===== config.mk =====
export PLATFORM = sky130hd
export DESIGN_NAME = tactile_sensor_response_parser_flat
export DESIGN_NICKNAME = d
export VERILOG_FILES = /design/src/hw/rtl/tsrp_pkg.sv /design/src/hw/rtl/tsrp_if.sv /design/src/hw/rtl/tsrp_cfg.sv /design/src/hw/rtl/tsrp_core.sv /design/src/hw/rtl/tsrp_out.sv /design/src/hw/rtl/tactile_sensor_response_parser.sv /design/src/flat_wrapper.sv
export SDC_FILE = /design/constraint.sdc
export NUM_CORES = 1
export LEC_CHECK = 0
export BUFFER_PORTS_ARGS = -buffer_cell sky130_fd_sc_hd__buf_2
export CAP_MARGIN = 0
export CORE_ASPECT_RATIO = 0.5
export CORE_UTILIZATION = 53
export CTS_CLUSTER_DIAMETER = 100
export DETAILED_ROUTE_END_ITERATION = 12
export PLACE_DENSITY = 0.82
export SLEW_MARGIN = 20
export SYNTH_ARGS = -nofsm -noshare
export SYNTH_HDL_FRONTEND = slang
export SYNTH_SLANG_ARGS = --single-unit

===== constraint.sdc =====
create_clock -name clk -period 13.8 [get_ports clk]
set_input_delay 2.76 -clock clk [delete_from_list [all_inputs] [get_ports clk]]
set_output_delay 2.76 -clock clk [all_outputs]
set_load 0.02 [all_outputs]

===== src/hw/rtl/tsrp_pkg.sv =====
`timescale 1ns / 1ps
`default_nettype none
// ----------------------------------------------------------------------------
// Tactile sensor response parser package
// Shared types, codes, constants and a helper function of the parser.
// ----------------------------------------------------------------------------
package tsrp_pkg;

  // Frame buffer size in bytes and descriptor store capacity in characters.
  localparam int BUFFER_BYTES = 1024;
  localparam int DESC_MAX     = 255;

  // Fixed field widths.
  localparam int PTR_W   = 10;
  localparam int BYTE_W  = 8;
  localparam int SMP_W   = 32;
  localparam int BASE_W  = SMP_W - BYTE_W;
  localparam int CIDX_W  = 3;

  // Compare limits at the widths they are used with.
  localparam logic [PTR_W+2:0]  BUF_LIMIT  = (PTR_W+3)'(BUFFER_BYTES);
  localparam logic [BYTE_W-1:0] DESC_LIMIT = BYTE_W'(DESC_MAX);

  // Largest payload count a compressed packet header can announce.
  localparam logic [1:0] HDR_CAP = 2'd3;

  // Parser states.
  typedef enum logic [3:0] {
    ST_IDLE     = 4'd0,
    ST_SAMPLE   = 4'd1,
    ST_NBYTES   = 4'd2,
    ST_DATA     = 4'd3,
    ST_NPACK    = 4'd4,
    ST_COMP     = 4'd5,
    ST_EOC      = 4'd6,
    ST_DESC     = 4'd7,
    ST_LOOK_END = 4'd8,
    ST_SKIP_ACK = 4'd9,
    ST_SKIP_END = 4'd10
  } state_t;

  // Event codes.
  typedef enum logic [1:0] {
    EV_NONE      = 2'd0,
    EV_CMD_DONE  = 2'd1,
    EV_PROTO_ERR = 2'd2,
    EV_FRAME     = 2'd3
  } event_t;

  // Store write kinds.
  typedef enum logic [1:0] {
    SK_NONE  = 2'd0,
    SK_FRAME = 2'd1,
    SK_DESC  = 2'd2
  } store_kind_t;

  // Configuration register indexes.
  typedef enum logic [CIDX_W-1:0] {
    CFG_USE_COMP  = 3'd0,
    CFG_EXP_PACK  = 3'd1,
    CFG_CODE_ACK  = 3'd2,
    CFG_CODE_END  = 3'd3,
    CFG_CODE_DATA = 3'd4,
    CFG_CODE_COMP = 3'd5,
    CFG_CODE_DESC = 3'd6
  } cfg_idx_t;

  // Configuration register file contents.
  typedef struct packed {
    logic              use_compression;
    logic [BYTE_W-1:0] expected_packet_count;
    logic [BYTE_W-1:0] code_ack;
    logic [BYTE_W-1:0] code_end;
    logic [BYTE_W-1:0] code_send_data;
    logic [BYTE_W-1:0] code_send_comp;
    logic [BYTE_W-1:0] code_unit_desc;
  } cfg_t;

  // One result item.
  typedef struct packed {
    event_t            event_res;
    store_kind_t       store_kind;
    logic [PTR_W-1:0]  store_index;
    logic [BYTE_W-1:0] store_byte;
    logic [SMP_W-1:0]  sample_number;
    logic              frame_compressed;
    logic [PTR_W-1:0]  frame_length;
    logic [BYTE_W-1:0] desc_length;
    state_t            parser_state;
  } result_t;

  // Number of set bits in a packet header, saturated at three.
  function automatic logic [1:0] hdr_count(input logic [BYTE_W-1:0] v);
    logic [3:0] c;
    c = '0;
    for (int i = 0; i < BYTE_W; i++) begin
      c = c + {3'b000, v[i]};
    end
    if (c > {2'b00, HDR_CAP}) begin
      return HDR_CAP;
    end
    return c[1:0];
  endfunction

endpackage
`default_nettype wire


===== src/hw/rtl/tsrp_if.sv =====
`timescale 1ns / 1ps
`default_nettype none
// ----------------------------------------------------------------------------
// Parser channel interfaces
// Valid/ready channels for received bytes and for parser results.
// ----------------------------------------------------------------------------
interface tsrp_in_if;
  logic       valid;
  logic       ready;
  logic       op;
  logic [7:0] rx_byte;

  modport source (output valid, output op, output rx_byte, input ready);
  modport sink (input valid, input op, input rx_byte, output ready);
endinterface

interface tsrp_out_if;
  logic        valid;
  logic        ready;
  logic [1:0]  event_res;
  logic [1:0]  store_kind;
  logic [9:0]  store_index;
  logic [7:0]  store_byte;
  logic [31:0] sample_number;
  logic        frame_compressed;
  logic [9:0]  frame_length;
  logic [7:0]  desc_length;
  logic [3:0]  parser_state;

  modport source (
    output valid, output event_res, output store_kind, output store_index,
    output store_byte, output sample_number, output frame_compressed,
    output frame_length, output desc_length, output parser_state, input ready
  );
  modport sink (
    input valid, input event_res, input store_kind, input store_index,
    input store_byte, input sample_number, input frame_compressed,
    input frame_length, input desc_length, input parser_state, output ready
  );
endinterface
`default_nettype wire


===== src/hw/rtl/tsrp_cfg.sv =====
`timescale 1ns / 1ps
`default_nettype none
// ----------------------------------------------------------------------------
// Parser configuration registers
// Write-only register file holding the frame mode and response byte codes.
// ----------------------------------------------------------------------------
module tsrp_cfg
  import tsrp_pkg::*;
(
  input  wire logic              clk,
  input  wire logic              rst_n,
  input  wire logic              cfg_we,
  input  wire logic [CIDX_W-1:0] cfg_index,
  input  wire logic [BYTE_W-1:0] cfg_wdata,
  output cfg_t                   cfg
);

  cfg_t cfg_r;
  cfg_t cfg_nxt;

  // Decode one register write; indexes past the list are dropped.
  always_comb begin
    cfg_nxt = cfg_r;
    if (cfg_we) begin
      unique case (cfg_idx_t'(cfg_index))
        CFG_USE_COMP:  cfg_nxt.use_compression       = cfg_wdata[0];
        CFG_EXP_PACK:  cfg_nxt.expected_packet_count = cfg_wdata;
        CFG_CODE_ACK:  cfg_nxt.code_ack              = cfg_wdata;
        CFG_CODE_END:  cfg_nxt.code_end              = cfg_wdata;
        CFG_CODE_DATA: cfg_nxt.code_send_data        = cfg_wdata;
        CFG_CODE_COMP: cfg_nxt.code_send_comp        = cfg_wdata;
        CFG_CODE_DESC: cfg_nxt.code_unit_desc        = cfg_wdata;
        default:       cfg_nxt = cfg_r;
      endcase
    end
  end

  // Register file with its reset defaults.
  always_ff @(posedge clk) begin
    if (!rst_n) begin
      cfg_r.use_compression       <= 1'b0;
      cfg_r.expected_packet_count <= 8'd1;
      cfg_r.code_ack              <= 8'd1;
      cfg_r.code_end              <= 8'd2;
      cfg_r.code_send_data        <= 8'd3;
      cfg_r.code_send_comp        <= 8'd4;
      cfg_r.code_unit_desc        <= 8'd5;
    end else begin
      cfg_r <= cfg_nxt;
    end
  end

  assign cfg = cfg_r;

endmodule
`default_nettype wire


===== src/hw/rtl/tsrp_core.sv =====
`timescale 1ns / 1ps
`default_nettype none
// ----------------------------------------------------------------------------
// Parser state machine
// Holds the parse context and works out the result of each accepted byte.
// ----------------------------------------------------------------------------
module tsrp_core
  import tsrp_pkg::*;
(
  input  wire logic              clk,
  input  wire logic              rst_n,
  input  wire logic              in_accept,
  input  wire logic              in_op,
  input  wire logic [BYTE_W-1:0] in_rx_byte,
  input  wire cfg_t              cfg,
  output result_t                res
);

  state_t              state_r, state_nxt;
  logic                stop_r, stop_nxt;
  logic [BYTE_W-1:0]   last_resp_r, last_resp_nxt;
  logic                frame_comp_r, frame_comp_nxt;
  logic                expect_hdr_r, expect_hdr_nxt;
  logic [BYTE_W-1:0]   bytes_rem_r, bytes_rem_nxt;
  logic [BYTE_W-1:0]   packets_rem_r, packets_rem_nxt;
  logic [PTR_W-1:0]    wr_ptr_r, wr_ptr_nxt;
  logic [PTR_W-1:0]    comp_len_r, comp_len_nxt;
  logic [BYTE_W-1:0]   desc_cnt_r, desc_cnt_nxt;
  // The sample base always steps by 256, so only its upper bits are kept.
  logic [BASE_W-1:0]   base_r, base_nxt;
  logic [SMP_W-1:0]    sample_r, sample_nxt;

  logic [BYTE_W-1:0]   b;
  logic [PTR_W-1:0]    wr_ptr_inc;
  logic                buf_ok;
  logic [1:0]          hdr_cnt;
  logic [BYTE_W-1:0]   bytes_dec;
  logic [BYTE_W-1:0]   packets_dec;
  logic [SMP_W-1:0]    sample_same;
  logic [BASE_W-1:0]   base_inc;
  logic                in_rx_state;

  assign b           = in_rx_byte;
  assign wr_ptr_inc  = wr_ptr_r + 1'b1;
  assign buf_ok      = {3'b000, wr_ptr_r} < BUF_LIMIT;
  assign hdr_cnt     = hdr_count(b);
  assign bytes_dec   = bytes_rem_r - 1'b1;
  assign packets_dec = packets_rem_r - 1'b1;
  assign sample_same = {base_r, b};
  assign base_inc    = base_r + 1'b1;
  assign in_rx_state = (state_r >= ST_SAMPLE) && (state_r <= ST_DESC);

  // Next parse context and the result for the byte on the input.
  always_comb begin
    state_nxt       = state_r;
    stop_nxt        = stop_r;
    last_resp_nxt   = last_resp_r;
    frame_comp_nxt  = frame_comp_r;
    expect_hdr_nxt  = expect_hdr_r;
    bytes_rem_nxt   = bytes_rem_r;
    packets_rem_nxt = packets_rem_r;
    wr_ptr_nxt      = wr_ptr_r;
    comp_len_nxt    = comp_len_r;
    desc_cnt_nxt    = desc_cnt_r;
    base_nxt        = base_r;
    sample_nxt      = sample_r;

    res                  = '0;
    res.event_res        = EV_NONE;
    res.store_kind       = SK_NONE;

    priority if (in_op) begin
      // Stop command only arms resynchronization.
      stop_nxt = 1'b1;
    end else if (stop_r && in_rx_state) begin
      state_nxt = (b == cfg.code_ack) ? ST_LOOK_END : ST_SKIP_ACK;
    end else begin
      unique case (state_r)
        ST_EOC: begin
          if (b == cfg.code_end) begin
            state_nxt = ST_IDLE;
            if (last_resp_r == cfg.code_ack) begin
              res.event_res = EV_CMD_DONE;
            end else if (last_resp_r == cfg.code_send_data ||
                         last_resp_r == cfg.code_send_comp) begin
              res.event_res        = EV_FRAME;
              res.frame_compressed = frame_comp_r;
              res.frame_length     = comp_len_r;
            end
          end else begin
            res.event_res = EV_PROTO_ERR;
            state_nxt     = ST_SKIP_END;
          end
        end
        ST_COMP: begin
          if (buf_ok) begin
            res.store_kind  = SK_FRAME;
            res.store_index = wr_ptr_r;
            res.store_byte  = b;
          end
          wr_ptr_nxt = wr_ptr_inc;
          if (expect_hdr_r) begin
            // Packet header: its popcount gives the payload length.
            bytes_rem_nxt = {6'd0, hdr_cnt};
            if (hdr_cnt != 2'd0) begin
              expect_hdr_nxt = 1'b0;
            end else begin
              packets_rem_nxt = packets_dec;
              if (packets_dec == '0) begin
                comp_len_nxt = wr_ptr_inc;
                state_nxt    = ST_EOC;
              end
            end
          end else begin
            bytes_rem_nxt = bytes_dec;
            if (bytes_dec == '0) begin
              packets_rem_nxt = packets_dec;
              if (packets_dec != '0) begin
                expect_hdr_nxt = 1'b1;
              end else begin
                comp_len_nxt = wr_ptr_inc;
                state_nxt    = ST_EOC;
              end
            end
          end
        end
        ST_DATA: begin
          if (buf_ok) begin
            res.store_kind  = SK_FRAME;
            res.store_index = wr_ptr_r;
            res.store_byte  = b;
          end
          wr_ptr_nxt = wr_ptr_inc;
          if (wr_ptr_inc >= {2'b00, bytes_rem_r}) begin
            comp_len_nxt = wr_ptr_inc;
            state_nxt    = ST_EOC;
          end
        end
        ST_DESC: begin
          if (b == cfg.code_end) begin
            state_nxt       = ST_IDLE;
            res.event_res   = EV_CMD_DONE;
            res.desc_length = desc_cnt_r;
          end else if (desc_cnt_r < DESC_LIMIT) begin
            res.store_kind  = SK_DESC;
            res.store_index = {2'b00, desc_cnt_r};
            res.store_byte  = b;
            desc_cnt_nxt    = desc_cnt_r + 1'b1;
          end else begin
            res.event_res = EV_PROTO_ERR;
            state_nxt     = ST_SKIP_END;
          end
        end
        ST_NBYTES: begin
          bytes_rem_nxt = b;
          wr_ptr_nxt    = '0;
          state_nxt     = ST_DATA;
        end
        ST_NPACK: begin
          if (b == cfg.expected_packet_count) begin
            packets_rem_nxt = b;
            wr_ptr_nxt      = '0;
            comp_len_nxt    = '0;
            expect_hdr_nxt  = 1'b1;
            state_nxt       = ST_COMP;
          end else begin
            res.event_res = EV_PROTO_ERR;
            state_nxt     = ST_SKIP_END;
          end
        end
        ST_SAMPLE: begin
          // Extend the 8-bit sample number: a step backwards means it wrapped.
          if (sample_same < sample_r) begin
            base_nxt   = base_inc;
            sample_nxt = {base_inc, b};
          end else begin
            sample_nxt = sample_same;
          end
          state_nxt = frame_comp_r ? ST_NPACK : ST_NBYTES;
        end
        ST_LOOK_END: begin
          if (b == cfg.code_end) begin
            res.event_res = EV_CMD_DONE;
            state_nxt     = ST_IDLE;
          end else if (b != cfg.code_ack) begin
            state_nxt = ST_SKIP_ACK;
          end
        end
        ST_SKIP_ACK: begin
          stop_nxt = 1'b0;
          if (b == cfg.code_ack) begin
            state_nxt = ST_LOOK_END;
          end
        end
        ST_SKIP_END: begin
          if (b == cfg.code_end) begin
            state_nxt = ST_IDLE;
          end
        end
        default: begin
          // Idle: dispatch on the response code.
          stop_nxt      = 1'b0;
          last_resp_nxt = b;
          priority if (b == cfg.code_send_data) begin
            if (cfg.use_compression) begin
              res.event_res = EV_PROTO_ERR;
              state_nxt     = ST_SKIP_END;
            end else begin
              state_nxt      = ST_SAMPLE;
              frame_comp_nxt = 1'b0;
            end
          end else if (b == cfg.code_send_comp) begin
            if (cfg.use_compression) begin
              state_nxt      = ST_SAMPLE;
              frame_comp_nxt = 1'b1;
            end else begin
              res.event_res = EV_PROTO_ERR;
              state_nxt     = ST_SKIP_END;
            end
          end else if (b == cfg.code_ack) begin
            state_nxt = ST_EOC;
          end else if (b == cfg.code_unit_desc) begin
            desc_cnt_nxt = '0;
            state_nxt    = ST_DESC;
          end else begin
            res.event_res = EV_PROTO_ERR;
            state_nxt     = ST_SKIP_END;
          end
        end
      endcase
    end

    res.sample_number = sample_nxt;
    res.parser_state  = state_nxt;
  end

  // Parse context registers, updated on each transfer in.
  always_ff @(posedge clk) begin
    if (!rst_n) begin
      state_r       <= ST_IDLE;
      stop_r        <= 1'b0;
      last_resp_r   <= '0;
      frame_comp_r  <= 1'b0;
      expect_hdr_r  <= 1'b0;
      bytes_rem_r   <= '0;
      packets_rem_r <= '0;
      wr_ptr_r      <= '0;
      comp_len_r    <= '0;
      desc_cnt_r    <= '0;
      base_r        <= '0;
      sample_r      <= '0;
    end else if (in_accept) begin
      state_r       <= state_nxt;
      stop_r        <= stop_nxt;
      last_resp_r   <= last_resp_nxt;
      frame_comp_r  <= frame_comp_nxt;
      expect_hdr_r  <= expect_hdr_nxt;
      bytes_rem_r   <= bytes_rem_nxt;
      packets_rem_r <= packets_rem_nxt;
      wr_ptr_r      <= wr_ptr_nxt;
      comp_len_r    <= comp_len_nxt;
      desc_cnt_r    <= desc_cnt_nxt;
      base_r        <= base_nxt;
      sample_r      <= sample_nxt;
    end
  end

endmodule
`default_nettype wire


===== src/hw/rtl/tsrp_out.sv =====
`timescale 1ns / 1ps
`default_nettype none
// ----------------------------------------------------------------------------
// Parser result register
// One-deep output register that lets a new byte in while a result is taken.
// ----------------------------------------------------------------------------
module tsrp_out
  import tsrp_pkg::*;
(
  input  wire logic   clk,
  input  wire logic   rst_n,
  input  wire logic   in_accept,
  input  wire result_t res,
  output logic        in_ready,
  tsrp_out_if.source  out_ch
);

  logic    valid_r, valid_nxt;
  result_t res_r;

  // A new byte may enter when the register is empty or drains this cycle.
  assign in_ready = !valid_r || out_ch.ready;

  always_comb begin
    valid_nxt = valid_r;
    if (in_accept) begin
      valid_nxt = 1'b1;
    end else if (out_ch.ready) begin
      valid_nxt = 1'b0;
    end
  end

  always_ff @(posedge clk) begin
    if (!rst_n) begin
      valid_r <= 1'b0;
    end else begin
      valid_r <= valid_nxt;
    end
  end

  // Payload is loaded on each transfer in.
  always_ff @(posedge clk) begin
    if (in_accept) begin
      res_r <= res;
    end
  end

  assign out_ch.valid            = valid_r;
  assign out_ch.event_res        = res_r.event_res;
  assign out_ch.store_kind       = res_r.store_kind;
  assign out_ch.store_index      = res_r.store_index;
  assign out_ch.store_byte       = res_r.store_byte;
  assign out_ch.sample_number    = res_r.sample_number;
  assign out_ch.frame_compressed = res_r.frame_compressed;
  assign out_ch.frame_length     = res_r.frame_length;
  assign out_ch.desc_length      = res_r.desc_length;
  assign out_ch.parser_state     = res_r.parser_state;

endmodule
`default_nettype wire


===== src/hw/rtl/tactile_sensor_response_parser.sv =====
`timescale 1ns / 1ps
`default_nettype none
// ----------------------------------------------------------------------------
// Tactile sensor response parser
// Top level: configuration registers, parser state machine, result register.
// ----------------------------------------------------------------------------
// Each transfer on in_ch carries one received byte or a host stop command and
// yields exactly one registered result on out_ch: the store write for the frame
// buffer or descriptor store, any event (command complete, protocol error,
// frame complete), the extended sample number and the parser state. The
// parser takes one byte every cycle; the context update and the one-deep
// result register set that rate, so a byte is held off only while a finished
// result waits on out_ch.ready. The user must write configuration through
// cfg_we/cfg_index/cfg_wdata only while no byte is in flight; not enforced.
// ----------------------------------------------------------------------------
module tactile_sensor_response_parser
  import tsrp_pkg::*;
(
  input  wire logic              clk,
  input  wire logic              rst_n,
  input  wire logic              cfg_we,
  input  wire logic [CIDX_W-1:0] cfg_index,
  input  wire logic [BYTE_W-1:0] cfg_wdata,
  tsrp_in_if.sink                in_ch,
  tsrp_out_if.source             out_ch
);

  cfg_t    cfg;
  result_t res;
  logic    in_ready;
  logic    in_accept;

  assign in_ch.ready = in_ready;
  assign in_accept   = in_ch.valid && in_ready;

  tsrp_cfg u_cfg (
    .clk       (clk),
    .rst_n     (rst_n),
    .cfg_we    (cfg_we),
    .cfg_index (cfg_index),
    .cfg_wdata (cfg_wdata),
    .cfg       (cfg)
  );

  tsrp_core u_core (
    .clk        (clk),
    .rst_n      (rst_n),
    .in_accept  (in_accept),
    .in_op      (in_ch.op),
    .in_rx_byte (in_ch.rx_byte),
    .cfg        (cfg),
    .res        (res)
  );

  tsrp_out u_out (
    .clk       (clk),
    .rst_n     (rst_n),
    .in_accept (in_accept),
    .res       (res),
    .in_ready  (in_ready),
    .out_ch    (out_ch)
  );

endmodule
`default_nettype wire

===== src/flat_wrapper.sv =====
// flat-port wrapper written by rule: the top's interface ports become plain ports
module tactile_sensor_response_parser_flat import tsrp_pkg::*;
  (clk, rst_n, cfg_we, cfg_index, cfg_wdata, in_ch_valid, in_ch_op, in_ch_rx_byte, in_ch_ready, out_ch_valid, out_ch_event_res, out_ch_store_kind, out_ch_store_index, out_ch_store_byte, out_ch_sample_number, out_ch_frame_compressed, out_ch_frame_length, out_ch_desc_length, out_ch_parser_state, out_ch_ready);
  tsrp_in_if in_ch_i ();
  tsrp_out_if out_ch_i ();
  input  wire logic clk;
  input  wire logic rst_n;
  input  wire logic cfg_we;
  input  wire logic [CIDX_W-1:0] cfg_index;
  input  wire logic [BYTE_W-1:0] cfg_wdata;
  input wire logic [$bits(in_ch_i.valid)-1:0] in_ch_valid;
  input wire logic [$bits(in_ch_i.op)-1:0] in_ch_op;
  input wire logic [$bits(in_ch_i.rx_byte)-1:0] in_ch_rx_byte;
  output wire logic [$bits(in_ch_i.ready)-1:0] in_ch_ready;
  output wire logic [$bits(out_ch_i.valid)-1:0] out_ch_valid;
  output wire logic [$bits(out_ch_i.event_res)-1:0] out_ch_event_res;
  output wire logic [$bits(out_ch_i.store_kind)-1:0] out_ch_store_kind;
  output wire logic [$bits(out_ch_i.store_index)-1:0] out_ch_store_index;
  output wire logic [$bits(out_ch_i.store_byte)-1:0] out_ch_store_byte;
  output wire logic [$bits(out_ch_i.sample_number)-1:0] out_ch_sample_number;
  output wire logic [$bits(out_ch_i.frame_compressed)-1:0] out_ch_frame_compressed;
  output wire logic [$bits(out_ch_i.frame_length)-1:0] out_ch_frame_length;
  output wire logic [$bits(out_ch_i.desc_length)-1:0] out_ch_desc_length;
  output wire logic [$bits(out_ch_i.parser_state)-1:0] out_ch_parser_state;
  input wire logic [$bits(out_ch_i.ready)-1:0] out_ch_ready;
  assign in_ch_i.valid = in_ch_valid;
  assign in_ch_i.op = in_ch_op;
  assign in_ch_i.rx_byte = in_ch_rx_byte;
  assign in_ch_ready = in_ch_i.ready;
  assign out_ch_valid = out_ch_i.valid;
  assign out_ch_event_res = out_ch_i.event_res;
  assign out_ch_store_kind = out_ch_i.store_kind;
  assign out_ch_store_index = out_ch_i.store_index;
  assign out_ch_store_byte = out_ch_i.store_byte;
  assign out_ch_sample_number = out_ch_i.sample_number;
  assign out_ch_frame_compressed = out_ch_i.frame_compressed;
  assign out_ch_frame_length = out_ch_i.frame_length;
  assign out_ch_desc_length = out_ch_i.desc_length;
  assign out_ch_parser_state = out_ch_i.parser_state;
  assign out_ch_i.ready = out_ch_ready;
  tactile_sensor_response_parser u_core (.clk(clk), .rst_n(rst_n), .cfg_we(cfg_we), .cfg_index(cfg_index), .cfg_wdata(cfg_wdata), .in_ch(in_ch_i), .out_ch(out_ch_i));
endmodule

After elaboration in Yosys (flattened, before gate mapping)

Index checks and enable logic that the tools add are counted.

Bitwise operators: 8
Add/sub/neg operators: 12
Reduce and logical (&&, ||, !) cells: 44
Equality and inequality tests: 40
Mux-type cells: 87
Order comparisons: 6

Operators with widths:

| kind                  | count |
|---|---|
| $mux 32               | 4 |
| $mux 4                | 22 |
| $mux 8                | 11 |
| $eq 8x8->1            | 9 |
| $mux 10               | 7 |
| $pmux 10 s3           | 2 |
| $pmux 8 s2            | 3 |
| $mux 20               | 2 |
| $pmux 20 s2           | 1 |
| $pmux 4 s10           | 1 |
| $lt 32x32->1          | 1 |
| $mux 2                | 14 |
| $add 24x1->24 const B | 1 |
| $reduce_and 10->1     | 2 |
| $reduce_or 9->1       | 2 |
| $mux 1                | 17 |
| $add 4x1->4           | 4 |
| $eq 4x3->1 const B    | 4 |
| $logic_not 8->1       | 2 |
| $sub 8x1->8 const B   | 2 |
| $reduce_and 5->1      | 3 |
| $reduce_and 2->1      | 7 |
| $reduce_and 7->1      | 2 |
| $reduce_bool 2->1     | 7 |
| 36 further kinds      | 67 |

Register bits: 242

Depth between registers and ports, before layout

Depth after elaboration: 16
Depth in mapped cells: 18
Depth with buffers taken out: 16

Hierarchy

From an unflattened synthesis, not the netlist that was laid out.

Cells, all modules: 1405
Area, all modules: 13020.0 um2

By module, submodules not included:

| module                         | seq. area each (um2) | area each (um2) | cells an instance | instances |
|---|---|---|---|---|
| tsrp_core                      | 2302.2               | 8769.7          | 1145              | 1 |
| tsrp_out                       | 2332.2               | 2361.0          | 81                | 1 |
| tsrp_cfg                       | 980.9                | 1883.1          | 178               | 1 |
| tactile_sensor_response_parser | 0.0                  | 6.3             | 1                 | 1 |

Worst setup path before layout

Ideal clock, no wire load.

Path type: input -> register
From: in in_ch_rx_byte[0]
To: reg u_core.u_core.packets_rem_r[0]
Path slack: 7.496 ns
Setup time: 0.119 ns
Data required time: 13.681 ns
Arrival: 6.186 ns
Cell stages on the path: 17
Cells stage by stage: buf_4 > inv_1 > fa_1 > fa_1 > fa_1 > inv_1 > ha_1 > inv_1 > fa_1 > inv_1 > o21ai_0 > a31o_2 > a22oi_1 > nand2_1 > nand2_1 > a21oi_1 > o221a_2

Longest elaborated chain between the ends: 13

RTL lines:

| element                           | RTL line           | RTL |
|---|---|---|
| start, declared                   | flat_wrapper.sv:13 | `input wire logic [$bits(in_ch_i.rx_byte)-1:0] in_ch_rx_byte;` |
| $add 1x1->2                       | tsrp_pkg.sv:97     | `c = c + {3'b000, v[i]};` |
| $add 2x1->3                       | tsrp_pkg.sv:97     |  |
| $add 3x1->4                       | tsrp_pkg.sv:97     |  |
| $add 4x1->4 (4 in series)         | tsrp_pkg.sv:97     |  |
| $gt 4x2->1                        | tsrp_pkg.sv:99     | `if (c > {2'b00, HDR_CAP}) begin` |
| $mux 1                            | tsrp_pkg.sv:99     |  |
| $mux 2                            | tsrp_pkg.sv:102    | `return c[1:0];` |
| $reduce_bool 2->1                 | tsrp_core.sv:105   | `if (hdr_cnt != 2'd0) begin` |
| $ne 3x3->1 (no source line)       | --                 |  |
| $reduce_and 7->1 (no source line) | --                 |  |
| end signal, assigned              | tsrp_core.sv:259   | `packets_rem_r <= packets_rem_nxt;` |
| end, declared                     | tsrp_core.sv:25    | `logic [BYTE_W-1:0] packets_rem_r, packets_rem_nxt;` |

Several ways; a longest one is shown, not always the timed one. The select of a mux whose other input is x is not followed.
A chain may end at the register's enable or synchronous reset.

Worst setup path after layout

From: in in_ch_rx_byte[0]
To: reg u_core.u_core.comp_len_r[8]

Longest elaborated chain between the ends: 13

RTL lines:

| element                                | RTL line         | RTL |
|---|---|---|
| $add 1x1->2                            | tsrp_pkg.sv:97   |  |
| $add 2x1->3                            | tsrp_pkg.sv:97   |  |
| $add 3x1->4                            | tsrp_pkg.sv:97   |  |
| $add 4x1->4 (4 in series)              | tsrp_pkg.sv:97   |  |
| $gt 4x2->1                             | tsrp_pkg.sv:99   |  |
| $mux 1                                 | tsrp_pkg.sv:99   |  |
| $mux 2                                 | tsrp_pkg.sv:102  |  |
| $reduce_bool 2->1                      | tsrp_core.sv:105 |  |
| $ne 3x3->1 (no source line)            | --               |  |
| $reduce_and 10->1 (no source line) (*) | --               |  |
| end signal, assigned                   | tsrp_core.sv:261 | `comp_len_r <= comp_len_nxt;` |
| end, declared                          | tsrp_core.sv:27  | `logic [PTR_W-1:0] comp_len_r, comp_len_nxt;` |

Mark *: on every way between the ends. The rest lies on a longest branch, timed or not.

==> metrics <==
outcome finished with violations; failing checks DRC; Worst Setup SP in_ch_rx_byte[0]; num ports between 100 and 150; synth warn 0; Remaining DRCs 2; Port Buffer Count roughly 100; VDD IR max 76.0 uV; # setup viols final 0; FF+latch count, synth 242; Post-CTS Setup Bufs 0; synth top area cells dfxtp_1 25%, edfxtp_1 18%, nand2_1 6.4%, xor2_1 5.3%, ha_1 4.7%; area leader, netlist dfxtp_1; Clock Sinks between 200 and 250; fin crit share 47.9%; Via Count 10600; Via-to-Cell Ratio 5.71; die area ~25000 um^2; Critical Path Fanout Max 12; Finished Cell Area around 14000 um^2; Final HPWL DP 21100 um; crit path DAT 7.05 ns; Max-Cap Viols 0; commonest non-fill, non-tap cell in the layout nand2_1; endpoints failing hold 0; CTS tree yes; GRT Overall Usage 24.0%; DR iter-0 viols 941; Syn Nets between 1500 and 2000; antenna cells 0; Period minus WS final 6.62 ns; WL/cell 16.4 um; EDFF count, synth 77; reg2reg setup slack 10.19 ns; vias in the first global route roughly 10000; relative slew slack 36.0%; synthesis-to-finish area growth 10.5%; FILL cells 1997; Lkg Pwr 0.00551 uW; Slew @ Worst Pin 0.952 ns; Reg clk slew, reported paths 0.06 ns; Synth top area share between 20% and 30%; global-route wire length before repair 49300 um; hold_sp u_core.u_core.sample_r[2]; Initial Utilization 54.0%; Crit. End Element flop; most frequent cells in the layout 221 x nand2_1, 165 x dfxtp_1, 102 x o21ai_0, 102 x buf_2, 79 x xor2_1; sequential-to-total area share from yosys stat 43.3%; gp weighted congestion 0.912; DP Worst Slack 6.64 ns; Worst EP required between 10 and 15 ns; placed instance area 13600 um^2; Final Max Slew Viols 0; setup ws final around 7.2 ns; synthesized area per cell approximately 8.8 um^2; Nets 1603; die width 223 um; R2R Path End u_core.u_core.packets_rem_r[3]; Placement Rows 40; initial antenna violation count 1; startpoint types input pin; Async S/R FF share, synth 0%; worst-skew pair later-pin latency 0.52 ns; Cells after Synth ~1500; drt first pass iters 9; RSZ-0062 raised after global routing false; CTS root buf clkbuf_16; Max Root-Sink Buffers 3; Mapped Area 13000 um^2; WHS Endpoint u_core.u_core.sample_r[2]; Hold Crit Depth 2; Reg-to-Reg Start u_core.u_out.out_ch.valid; crit path kind input pin to flop; WL final 30500 um; share of cells above drive strength 1 10.7%; Yosys cell types 70; CORE AREA roughly 24000 um^2; Fin Clk Skew 0.0162 ns; largest net degree at the start of global routing 86; Die Y 113 um; FF-to-FF path depth 10; CTS Buf Count 23; Worst Hold Slack approximately 0.47 ns; Antenna Nets Post-Route 0; Worst Hold Class flop to flop; Synth Flop Type dfxtp_1; hold buffer count at cts 0; FMAX 151 MHz; CTS resizes 0; pwr dens 110 nW/um^2; GRT overflow 0; H-tree depth 1; Setup TNS Final 0 ns
-- per-layer routing --
metal | track usage (%) | routed length (um) | vias up
met1 | 33.8 | 14100 | 4965
li1 | - | - | 5233
met2 | 38.3 | 13700 | 358
met3 | 4.37 | 2020 | 43
met4 | 5.98 | 589 | 2
met5 | 0 | 11 | -
-- worst max-delay path by stage --
stage / slack [ns] / endpoint / cells past startpoint
after CTS: 7.12 / u_core.u_core.comp_len_r[1] / 16
after floorplan: 7.50 / u_core.u_core.packets_rem_r[0] / 17
after detailed placement: 6.64 / u_core.u_core.comp_len_r[8] / 16
after global placement: 6.78 / u_core.u_core.comp_len_r[2] / 16
final: 7.18 / u_core.u_core.comp_len_r[8] / 18
after global routing: 6.96 / u_core.u_core.comp_len_r[8] / 18
-- worst max-delay path, stage by stage --
cell      delay, ns
buf_2          0.27
inv_1          0.18
fa_1           0.59
fa_1           0.43
fa_1           0.44
inv_1          0.07
ha_1           0.16
inv_1          0.06
fa_1           0.36
inv_1          0.07
o21ai_0        0.08
a31o_2         0.25
a22oi_1        0.34
o21ai_1        0.16
o211ai_1       0.36
buf_4          0.28
nand3_1        0.08
o21ai_0        0.11
-- cells in the mapped netlist (all sizes together) (6+ instances only) --
cell,n
edfxtp,77
nor3,50
nand3,39
o211ai,11
nor4,42
nor2,72
o21ai,105
buf,17
nor3b,6
a21boi,53
xnor2,60
nand4,28
a21oi,58
and2,48
nand2b,10
dfxtp,165
inv,66
clkbuf,62
a31oi,6
or3,10
a21o,9
a22oi,16
nor2b,22
and3,7
ha,49
nand2,223
o31ai,6
mux2i,12
xor2,79
or2,8
-- area by class of cell --
class / instances / area, um^2 / share of cell area (%)
repair buffers: 112 / 586 / 4.09
well taps: 315 / 394 / 2.75
multi-input cells: 1079 / 6760 / 47.2
flip-flops and latches: 242 / 5620 / 39.2
clock buffers: 34 / 617 / 4.31
inverters: 67 / 253 / 1.77
clock inverters: 7 / 91.3 / 0.638
-- cell families after synthesis --
kind of cell | synth area share (%)
AO/OA/AOI/OAI | 14.5
XOR/XNOR | 9.40
adder cells (fa/ha/maj) | 5.35
buffers and inverters | 4.57
flip-flops | 43.3
multiplexers | 1.01
AND/OR/NAND/NOR | 21.8
-- report_power, final --
part           internal, uW  switching, uW  total, uW
Sequential              758           17.9        775
Combinational          60.4            125        186
Clock                   348            268        616
Total                  1170            411       1580
-- state kept, by name (all words and copies together) (netlist names), 2 cells and up --
register                           cells
u_core.u_cfg.cfg                      49
u_core.u_core.base_r                  24
u_core.u_core.bytes_rem_r              8
u_core.u_core.comp_len_r              10
u_core.u_core.desc_cnt_r               8
u_core.u_core.last_resp_r              8
u_core.u_core.packets_rem_r            8
u_core.u_core.sample_r                32
u_core.u_core.state_r                  4
u_core.u_core.wr_ptr_r                10
u_core.u_out.out_ch.desc_length        8
u_core.u_out.out_ch.event_res          2
u_core.u_out.out_ch.frame_length      10
u_core.u_out.out_ch.parser_state       4
u_core.u_out.out_ch.sample_number     32
u_core.u_out.out_ch.store_byte         8
u_core.u_out.out_ch.store_index       10
u_core.u_out.out_ch.store_kind         2
-- through the flow --
| step | util (%) | power [uW] | std cells |
|---|---|---|---|
| floorplan | - | 921 | 1467 |
| global placement | 56.7 | 970 | 1814 |
| detailed placement | 56.7 | 974 | 1814 |
| CTS | 59.7 | 1580 | 1855 |
| global route | 59.7 | 1640 | 1856 |
| finish | 59.7 | 1580 | 1856 |
No activity file was read; power rests on OpenSTA's default activity.
